==> config.mk <==
export PLATFORM = sky130hd
export DESIGN_NAME = timer_expiry_manager_unit
export DESIGN_NICKNAME = d
export VERILOG_FILES = /design/src/temu_pkg.sv /design/src/temu_ctrl.sv /design/src/temu_dp.sv /design/src/timer_expiry_manager_unit.sv
export SDC_FILE = /design/constraint.sdc
export NUM_CORES = 2
export LEC_CHECK = 0
export ABC_AREA = 1
export BUFFER_PORTS_ARGS = -buffer_cell sky130_fd_sc_hd__buf_2
export CAP_MARGIN = 10
export CORE_UTILIZATION = 50
export CTS_BUF_LIST = sky130_fd_sc_hd__clkbuf_8
export DETAILED_ROUTE_END_ITERATION = 12
export GPL_ROUTABILITY_DRIVEN = 0
export PLACE_DENSITY = 0.62
export RECOVER_POWER = 25
export SETUP_SLACK_MARGIN = 0.1
export SLEW_MARGIN = 10
export SYNTH_ARGS = -nofsm -noshare
export SYNTH_HDL_FRONTEND = slang
export SYNTH_SLANG_ARGS = --single-unit
==> constraint.sdc <==
create_clock -name clk -period 13.2 [get_ports clk]
set_input_delay 2.64 -clock clk [delete_from_list [all_inputs] [get_ports clk]]
set_output_delay 2.64 -clock clk [all_outputs]
set_load 0.01 [all_outputs]
==> src/temu_pkg.sv <==
// Types and constants shared by the timer expiry manager modules
package temu_pkg;

  localparam int NUM_TIMERS_DEF = 16;
  localparam int MAX_RES        = 16;
  localparam int IDX_W          = 4;
  localparam int IN_DATA_W      = 136;
  localparam int OUT_DATA_W     = 8;

  typedef enum logic [1:0] {
    OP_ARM    = 2'd0,
    OP_STOP   = 2'd1,
    OP_MANAGE = 2'd2,
    OP_QUERY  = 2'd3
  } op_t;

  typedef enum logic [1:0] {
    KIND_DONE  = 2'd0,
    KIND_QUERY = 2'd1,
    KIND_FIRED = 2'd2,
    KIND_NONE  = 2'd3
  } kind_t;

  // Controller to datapath commands
  typedef struct packed {
    logic simple;     // arm, stop or query beat accepted this cycle
    logic mgr_start;  // manage beat accepted this cycle
    logic scan_issue; // read one table entry
    logic fire;       // fire the best entry found by the pass
    logic none;       // report that nothing was due
  } temu_cmd_t;

  // Datapath to controller status
  typedef struct packed {
    logic scan_last;  // read address is at the final slot
    logic found;      // the pass found a due entry
    logic fire_last;  // this fire is the final result of the manage op
  } temu_sts_t;

  // One result item
  typedef struct packed {
    kind_t            kind;
    logic [IDX_W-1:0] idx;
    logic             pend;
    logic             last;
  } temu_res_t;

endpackage

==> src/temu_ctrl.sv <==
// Controller state machine for the timer expiry manager
module temu_ctrl
  import temu_pkg::*;
(
  input  logic      clk,
  input  logic      rst_n,
  input  logic      in_tvalid,
  input  op_t       in_op,
  output logic      in_tready,
  input  logic      out_free,
  input  temu_sts_t sts,
  output temu_cmd_t cmd
);

  typedef enum logic [3:0] {
    ST_IDLE  = 4'b0001,
    ST_SCAN  = 4'b0010,
    ST_DRAIN = 4'b0100,
    ST_FIRE  = 4'b1000
  } state_t;

  state_t state_r, state_nxt;
  logic   accept;

  assign in_tready = (state_r == ST_IDLE) && out_free;
  assign accept    = in_tvalid && in_tready;

  // Next state and command decode
  always_comb begin
    state_nxt = state_r;
    cmd       = '0;
    unique case (state_r)
      ST_IDLE: begin
        if (accept) begin
          if (in_op == OP_MANAGE) begin
            cmd.mgr_start = 1'b1;
            state_nxt     = ST_SCAN;
          end else begin
            cmd.simple = 1'b1;
          end
        end
      end
      ST_SCAN: begin
        cmd.scan_issue = 1'b1;
        if (sts.scan_last) state_nxt = ST_DRAIN;
      end
      ST_DRAIN: begin
        // last read data is compared this cycle
        state_nxt = ST_FIRE;
      end
      ST_FIRE: begin
        if (out_free) begin
          if (sts.found) begin
            cmd.fire  = 1'b1;
            state_nxt = sts.fire_last ? ST_IDLE : ST_SCAN;
          end else begin
            cmd.none  = 1'b1;
            state_nxt = ST_IDLE;
          end
        end
      end
      default: state_nxt = ST_IDLE;
    endcase
  end

  always_ff @(posedge clk) begin
    if (!rst_n) state_r <= ST_IDLE;
    else        state_r <= state_nxt;
  end

endmodule

==> src/temu_dp.sv <==
// Datapath: timer table memory, pending flags, scan compare and result build
module temu_dp
  import temu_pkg::*;
#(
  parameter int NUM_TIMERS = NUM_TIMERS_DEF
) (
  input  logic             clk,
  input  logic             rst_n,
  input  temu_cmd_t        cmd,
  input  op_t              in_op,
  input  logic [IDX_W-1:0] in_timer_index,
  input  logic [63:0]      in_ticks,
  input  logic             in_periodic,
  input  logic [63:0]      in_now,
  output temu_sts_t        sts,
  output temu_res_t        res
);

  localparam int SLOT_W = (NUM_TIMERS > 1) ? $clog2(NUM_TIMERS) : 1;
  localparam int CNT_W  = $clog2(MAX_RES);

  typedef struct packed {
    logic [63:0] exp;
    logic [63:0] per;
    logic [31:0] ord;
  } ent_t;

  // Timer table, one write and one registered read per cycle
  ent_t mem [NUM_TIMERS];

  logic [NUM_TIMERS-1:0] pend_r;
  logic [NUM_TIMERS-1:0] due_r;
  logic [31:0]           order_r;
  logic [63:0]           now_r;
  logic                  first_r;
  logic [CNT_W-1:0]      n_r;
  logic [SLOT_W-1:0]     cnt_r;
  logic                  rd_vld_r;
  logic [SLOT_W-1:0]     rd_slot_r;
  ent_t                  rd_data_r;
  logic                  found_r;
  logic [SLOT_W-1:0]     best_slot_r;
  logic [63:0]           best_exp_r;
  logic [63:0]           best_per_r;
  logic [31:0]           best_age_r;

  logic              idx_ok;
  logic [SLOT_W-1:0] in_slot;
  logic              wr_en;
  logic [SLOT_W-1:0] wr_addr;
  ent_t              wr_data;
  logic [31:0]       age;
  logic              cand;
  logic              better;
  logic              rearm;
  logic [NUM_TIMERS-1:0] due_rest;

  assign idx_ok  = 32'(in_timer_index) < NUM_TIMERS;
  assign in_slot = SLOT_W'(in_timer_index);
  assign rearm   = best_per_r != 64'd0;

  // Table write: arm from the input beat, or re-arm of a fired periodic timer
  always_comb begin
    wr_en   = 1'b0;
    wr_addr = in_slot;
    wr_data.exp = in_now + in_ticks;
    wr_data.per = in_periodic ? in_ticks : 64'd0;
    wr_data.ord = order_r;
    if (cmd.simple && in_op == OP_ARM && idx_ok) begin
      wr_en = 1'b1;
    end else if (cmd.fire && rearm) begin
      wr_en       = 1'b1;
      wr_addr     = best_slot_r;
      wr_data.exp = best_exp_r + best_per_r;
      wr_data.per = best_per_r;
    end
  end

  always_ff @(posedge clk) begin
    if (wr_en) mem[wr_addr] <= wr_data;
    if (cmd.scan_issue) rd_data_r <= mem[cnt_r];
  end

  // Compare of the entry read last cycle against the best so far
  assign age    = order_r - rd_data_r.ord;
  assign cand   = first_r ? (pend_r[rd_slot_r] && rd_data_r.exp <= now_r)
                          : due_r[rd_slot_r];
  assign better = !found_r || (rd_data_r.exp < best_exp_r) ||
                  (rd_data_r.exp == best_exp_r && age > best_age_r);

  assign due_rest       = due_r & ~({{(NUM_TIMERS-1){1'b0}}, 1'b1} << best_slot_r);
  assign sts.scan_last  = cnt_r == SLOT_W'(NUM_TIMERS - 1);
  assign sts.found      = found_r;
  assign sts.fire_last  = (n_r == CNT_W'(MAX_RES - 1)) || (due_rest == '0);

  // Control state of the scan passes
  always_ff @(posedge clk) begin
    if (!rst_n) begin
      pend_r   <= '0;
      order_r  <= '0;
      rd_vld_r <= 1'b0;
      found_r  <= 1'b0;
      first_r  <= 1'b0;
      n_r      <= '0;
      cnt_r    <= '0;
      due_r    <= '0;
    end else begin
      rd_vld_r <= cmd.scan_issue;
      if (cmd.simple && idx_ok) begin
        if (in_op == OP_ARM) begin
          pend_r[in_slot] <= 1'b1;
          order_r         <= order_r + 32'd1;
        end else if (in_op == OP_STOP) begin
          pend_r[in_slot] <= 1'b0;
        end
      end
      if (cmd.mgr_start) begin
        first_r <= 1'b1;
        n_r     <= '0;
        cnt_r   <= '0;
        found_r <= 1'b0;
      end
      if (cmd.scan_issue) cnt_r <= cnt_r + SLOT_W'(1);
      if (rd_vld_r) begin
        if (first_r) due_r[rd_slot_r] <= cand;
        if (cand && better) found_r <= 1'b1;
      end
      if (cmd.fire) begin
        first_r            <= 1'b0;
        n_r                <= n_r + CNT_W'(1);
        cnt_r              <= '0;
        found_r            <= 1'b0;
        due_r[best_slot_r] <= 1'b0;
        if (rearm) order_r <= order_r + 32'd1;
        else       pend_r[best_slot_r] <= 1'b0;
      end
    end
  end

  // Best entry payload, manage time and scan pipeline tags
  always_ff @(posedge clk) begin
    rd_slot_r <= cnt_r;
    if (cmd.mgr_start) now_r <= in_now;
    if (rd_vld_r && cand && better) begin
      best_slot_r <= rd_slot_r;
      best_exp_r  <= rd_data_r.exp;
      best_per_r  <= rd_data_r.per;
      best_age_r  <= age;
    end
  end

  // Result item for whichever command emits this cycle
  always_comb begin
    res.kind = KIND_DONE;
    res.idx  = in_timer_index;
    res.pend = 1'b0;
    res.last = 1'b1;
    if (cmd.fire) begin
      res.kind = KIND_FIRED;
      res.idx  = IDX_W'(best_slot_r);
      res.last = sts.fire_last;
    end else if (cmd.none) begin
      res.kind = KIND_NONE;
      res.idx  = '0;
    end else if (in_op == OP_QUERY) begin
      res.kind = KIND_QUERY;
      res.pend = idx_ok && pend_r[in_slot];
    end
  end

endmodule

==> src/timer_expiry_manager_unit.sv <==
// Arm, stop and query give their result in the cycle after the beat is taken,
// and one such beat is taken every cycle while the output register drains.
// Manage: every pass reads the whole timer table, one slot a cycle, then goes through a
// drain state and a fire state, which waits for a free output register to give its result.
// Reset clears the pending flags, the arming counter and the control state; the
// timer table itself holds no reset value; all slots are read, only pending ones are used.
module timer_expiry_manager_unit
  import temu_pkg::*;
#(
  parameter int NUM_TIMERS = NUM_TIMERS_DEF
) (
  input  logic                  clk,
  input  logic                  rst_n,
  input  logic                  in_tvalid,
  output logic                  in_tready,
  input  logic [IN_DATA_W-1:0]  in_tdata,  // timer_index[3:0], ticks[67:4], periodic[68], now[132:69]
  input  logic [1:0]            in_tuser,  // op[1:0]
  output logic                  out_tvalid,
  input  logic                  out_tready,
  output logic [OUT_DATA_W-1:0] out_tdata, // fired_index[3:0], pending_answer[4]
  output logic [1:0]            out_tuser, // kind[1:0]
  output logic                  out_tlast
);

  temu_cmd_t cmd;
  temu_sts_t sts;
  temu_res_t res;
  op_t       in_op;
  logic      out_free;
  logic      emit;
  logic      out_valid_r;
  temu_res_t out_res_r;

  assign in_op    = op_t'(in_tuser);
  assign out_free = !out_valid_r || out_tready;
  assign emit     = cmd.simple || cmd.fire || cmd.none;

  temu_ctrl u_ctrl (
    .clk       (clk),
    .rst_n     (rst_n),
    .in_tvalid (in_tvalid),
    .in_op     (in_op),
    .in_tready (in_tready),
    .out_free  (out_free),
    .sts       (sts),
    .cmd       (cmd)
  );

  temu_dp #(
    .NUM_TIMERS (NUM_TIMERS)
  ) u_dp (
    .clk            (clk),
    .rst_n          (rst_n),
    .cmd            (cmd),
    .in_op          (in_op),
    .in_timer_index (in_tdata[3:0]),
    .in_ticks       (in_tdata[67:4]),
    .in_periodic    (in_tdata[68]),
    .in_now         (in_tdata[132:69]),
    .sts            (sts),
    .res            (res)
  );

  // Output register
  always_ff @(posedge clk) begin
    if (!rst_n) begin
      out_valid_r <= 1'b0;
    end else if (emit) begin
      out_valid_r <= 1'b1;
    end else if (out_tready) begin
      out_valid_r <= 1'b0;
    end
  end

  always_ff @(posedge clk) begin
    if (emit) out_res_r <= res;
  end

  assign out_tvalid = out_valid_r;
  assign out_tdata  = {{(OUT_DATA_W - IDX_W - 1){1'b0}}, out_res_r.pend, out_res_r.idx};
  assign out_tuser  = out_res_r.kind;
  assign out_tlast  = out_res_r.last;

endmodule

* Word level (Yosys, flattened, before mapping)
Memories as Yosys holds them, arrays and structs flattened. A register that Yosys moved wholly into a read port is not among the register bits. Index checks and enable logic that the tools add are counted.
Cells by class: bitwise gates (word level) 10, reduce and logical (&&, ||, !) cells 30, muxes and demuxes 65, add/subtract/negate cells 6, shift-type cells 1, equal/unequal tests 14, magnitude comparators 9
Operators with widths (number):
- 128-bit two-way mux | 2
- 16-bit two-way mux | 10
- 64-bit adder | 2
- 32-bit two-way mux | 4
- 16-bit AND | 4
- 64-bit == test | 1
- 64-bit <= comparator | 1
- 64-bit less-than comparator | 1
- 64-bit two-way mux | 1
- 64-bit nonzero test | 1
- 4-bit two-way mux | 12
- 16-bit NOT | 3
- 32-bit by 1-bit adder with 32-bit output, second input constant | 1
- 32-bit greater-than comparator | 1
- 32-bit subtractor | 1
- 1-bit two-way mux | 23
- 16-bit bitwise mux | 1
- 16-bit logical NOT | 1
- 16-bit OR | 1
- 4-bit case mux with 4 select lines | 1
- 1-bit by 4-bit << shifter with 16-bit output, first input constant | 1
- 4-bit by 5-bit less-than comparator with 1-bit output, second input constant | 3
- 1-bit binary-select mux with 4-bit select | 3
- 1-bit demux with 4-bit select | 3
- other kinds (20) | 53
Storage, ports and cells: memories 1, bits in writable memories 2560, output and inout port bits 13, bits in registers 320, word-level logic and storage cells 157
Memory list:
- u_dp.mem | words 16, bits a word 160, rd ports 1, clocked after memory_dff 1, wr ports 1, RTL line temu_dp.sv:29 | ent_t mem [NUM_TIMERS];

* Depth between registers and ports, before layout
depth in word-level cells 13, depth in mapped cells 24, gate-level depth less buffers 24

* By module
From an unflattened synthesis, not the netlist that was laid out.
Unflattened totals: cells, all modules 10998, area total of the unflattened synthesis 131264.6 um^2
By module, submodules not included:
- temu_dp | seq. area each 90106.4 um^2, instances 1, cells each 10925, area an instance 130599.0 um^2
- temu_ctrl | seq. area each 80.1 um^2, instances 1, cells each 52, area an instance 342.8 um^2
- timer_expiry_manager_unit | seq. area each 260.2 um^2, instances 1, cells each 21, area an instance 322.8 um^2

* Worst setup path before layout
No wires, ideal clock.
path type input-to-reg, start point input out_tready, end point memory u_dp.mem[13][0] in the netlist's numbering, enable pin, stages on the path 10, buffers on the path 1, setup time 683 ps, data arrival time 10335 ps, path slack 2182 ps, cells stage by stage nor2_1 -> inv_1 -> nand2_2 -> nor2_2 -> nand2_2 -> buf_2 -> nand2_1 -> o21ai_1 -> nand3_1 -> nor2_1
On the way: word-level cells in the longest chain between the ends 9, elaborated cells on any way between the ends 15, classes of those cells 10 x mux; 5 x reduce/logical
RTL lines:
- start: declaration | RTL line timer_expiry_manager_unit.sv:19 | input logic out_tready,
- 1-bit logical OR (*) | RTL line timer_expiry_manager_unit.sv:35 | assign out_free = !out_valid_r || out_tready;
- 1-bit logical AND | RTL line temu_ctrl.sv:25 | assign in_tready = (state_r == ST_IDLE) && out_free;
- 1-bit logical AND | RTL line temu_ctrl.sv:26 | assign accept = in_tvalid && in_tready;
- 2-bit two-way mux | RTL line temu_ctrl.sv:34 | if (accept) begin
- 2-bit two-way mux | RTL line temu_ctrl.sv:32 | unique case (state_r)
- 1-bit logical AND | RTL line temu_dp.sv:69 | if (cmd.simple && in_op == OP_ARM && idx_ok) begin
- 1-bit two-way mux | RTL line temu_dp.sv:69
- 1-bit two-way mux | RTL line temu_dp.sv:80 | if (wr_en) mem[wr_addr] <= wr_data;
- 1-bit two-way mux (not written as such) | RTL line temu_dp.sv:80
- end: declaration | RTL line temu_dp.sv:29
Every way passes the cells marked *; elsewhere a longest branch is shown, timed or not.

==> flow_summary.ini <==
[outcome]
outcome = finished, violations left
violations = capacitance limit, slew limit

[timing]
drv_slew = 903
grt_setup_unrepaired = no
fin_ws_ns = 3.75
hold_viol_final = 0
clock_skew_ns = 0.0788
finalSetupTns_ns = 0
setup-violations-final = 0
fin_crit_sh = 0.716
max_freq_mhz = 106
hold-worst-slack_ns = 0.409
fin_crit_ns = 9.45
slew-limit-headroom = -1.66
tightest_slew_ns = 3.99

[placement]
dp_hpwl_um = 233000
pre_cts_ws_ns = 5.75
portBuffers = 148

[drt]
wl_per_cell_um = 25.7
route.vias.total = 94600
drtPass1Iterations = 10
routed_via_density = 6.06
drt_wl_total_um = 400000
drc = 0
drt_iter0_drc = 11400
drtAntennaViolNets = 0

[global_route]
antenna_found_initial = 3
gr-usage-met3 = 0.0547
grt_pass1_vias = 90600
grt_use_total = 0.293
top_usage_layer = met2
grt_overflow_total = 0
grt_max_degree = 180
grt_pass1_wl_um = 580000
grtUsageMet2 = 0.463
grtUsageMet1 = 0.392

[floorplan]
rows = 188
die_w_um = 517
start_util = 0.504
io_pins = 155
die-area_um2 = 268000
die_h_um = 517
core-area_um2 = 263000

[logic_synthesis]
synth-seq-area-share = 0.681
synthFlopType = edfxtp_1
avgSynthCellArea_um2 = 11.6
synth_area_um2 = 133000
synthTopCellsByArea = edfxtp_1 (67%), o21ai_0 (6.3%), nor2_1 (5.4%), nand2_1 (3.1%), ha_1 (3.0%)
synth.distinct_cells = 61
synth_seq_cells = 3040
ys_warn_count = 0
synth_edf_count = 2956
synth_cells = 11500
yosysTopAreaCellShare = 0.669
synthArstFlopShare = 0
yosysTopAreaCell = edfxtp_1

[worst_hold_path]
min_from = u_dp.rd_data_r[69]
worstHoldEndpoint = u_dp.best_per_r[37]
min_path_type = flip-flop to flip-flop
min_path_cells = 0

[critical_path]
path_max_fanout = 140
reg2reg_setup_slack_ns = 3.75
end_kind = flip-flop
crit_chain = clkinvlp_2 > clkbuf_2 > o211ai_1 > nand2_1
crit_type = flip-flop to flip-flop
crit_family = buffers and inverters
r2r_start = u_dp.cnt_r[2]
cp-start-kind = flip-flop
reg2reg_depth = 4
slowest_stage = clkinvlp_2
required_ns = 14.04
cp_num_buf_inv = 2
critPathArrivalTime_ns = 10.29
rr_endpoint = u_dp.rd_data_r[81]
slowest_delay_ns = 3.55

[cts]
postCtsSetupBuffers = 0
clk_path_buf_depth = 4
cts_buffers = 476
cts_resized = 0
cts_sinks = 3040
cts_tree = built
htreeDepth = 5
hold_buffers = 0
root_buffer = clkbuf_8
clock_latency_ns = 1.13
clk_pin_slew_worst_paths_ns = 0.07

[flow_run]
maxCapViolCount = 18

[power_and_ir_drop]
p_leak_uw = 0.0521
ir_worst_vdd_mv = 0.108
powerDensity_nw_per_um2 = 139

[final_layout]
final_common_cell = edfxtp_1
syn2layout_area_growth_pct = 10.0
drive_above_1_share = 0.0726
post-route-util = 0.555
num-nets-final = 12200
nFillCells = 22000
final_cell_mix = edfxtp_1 (2956), nor2_1 (1880), o21ai_0 (1670), nand2_1 (1113), inv_1 (941)
[Yosys cell counts (all sizes together), types with 8 or more instances]
master and instances:
a21oi 371, nor2 1901, o21a 21, ha 320, clkbuf 432, nand4 80, nor3 53, o21bai 35
nand2 1116, o221ai 304, or2 8, inv 805, a21boi 14, o32ai 12, nor4 12, a31oi 29
mux2i 19, nand3b 17, dfxtp 84, a21o 22, xor2 50, xnor2 20, o22ai 391, o211ai 135
buf 157, edfxtp 2956, nand3 304, o21ai 1744
[metal layers]
layer,vias to the layer above,share of wire
met4,0,0.049
met3,838,0.091
met5,-,0
met1,46700,0.40
li1,42300,-
met2,4736,0.46
[final cells by class]
cell class	instances	area, um^2	area share
Sequential cell	3040	90500	0.619
Multi-Input combinational cell	7024	37000	0.253
Clock buffer	482	6630	0.0454
Tap cell	3515	4400	0.0301
Inverter	807	3060	0.0210
Clock inverter	392	2310	0.0158
Timing Repair Buffer	342	2220	0.0152
Antenna cell	3	7.51	0.0000514
[state kept, by name, indices dropped and copies added (netlist names), 4 cells and up]
name,cells
u_dp.now_r,64
u_dp.due_r,16
out_tdata,5
u_dp.mem,2560
u_dp.rd_data_r,160
u_dp.best_age_r,32
u_dp.pend_r,16
u_dp.best_per_r,64
u_ctrl.state_r,4
u_dp.order_r,32
u_dp.best_slot_r,4
u_dp.rd_slot_r,4
u_dp.cnt_r,4
u_dp.best_exp_r,64
u_dp.n_r,4
[where the power goes]
| part | switching, uW | internal [uW] | total, uW |
|---|---|---|---|
| clock network | 3720 | 3830 | 7560 |
| logic | 1350 | 444 | 1790 |
| registers | 71.9 | 10900 | 11000 |
[worst reg2reg max path: stages, from the launching register on]
cell        delay [ns]
dfxtp_1           1.46
clkinvlp_2        3.57
clkbuf_2          2.65
o211ai_1          1.34
nand2_1           0.15
[metrics by stage]
step	area, um^2	cells	power, uW
2_1_floorplan	133000	11500	12300
3_3_place_gp	137000	14700	12800
3_5_place_dp	137000	14700	12900
4_1_cts	146000	15600	20400
5_1_grt	146000	15600	21000
6_report	146000	15600	20300
[how the worst max path moves through the flow]
stage	end	slack [ns]	cells after the start	start
floorplan	u_dp.mem[13][0]	2.18	10	out_tready
global placement	u_dp.mem[10][101]	5.80	12	out_tready
detailed placement	u_dp.mem[10][103]	5.75	12	out_tready
CTS	u_dp.best_exp_r[29]	6.10	22	u_dp.order_r[1]
global route	u_dp.rd_data_r[80]	3.42	4	u_dp.cnt_r[2]
finish	u_dp.rd_data_r[81]	3.75	4	u_dp.cnt_r[2]
[cell families (layout without fill, tap and decap cells)]
group,Yosys count,in the layout,synth area share
AO/OA/AOI/OAI,3106,3106,0.135
XOR/XNOR,70,70,0.00468
adder cells (fa/ha/maj),323,323,0.0306
buffers and inverters,1396,2023,0.0410
flip-flops,3040,3040,0.681
multiplexers,21,21,0.00160
other,1,6,0.0000283
AND/OR/NAND/NOR,3501,3501,0.106
Power figures use the tool's default switching activity.
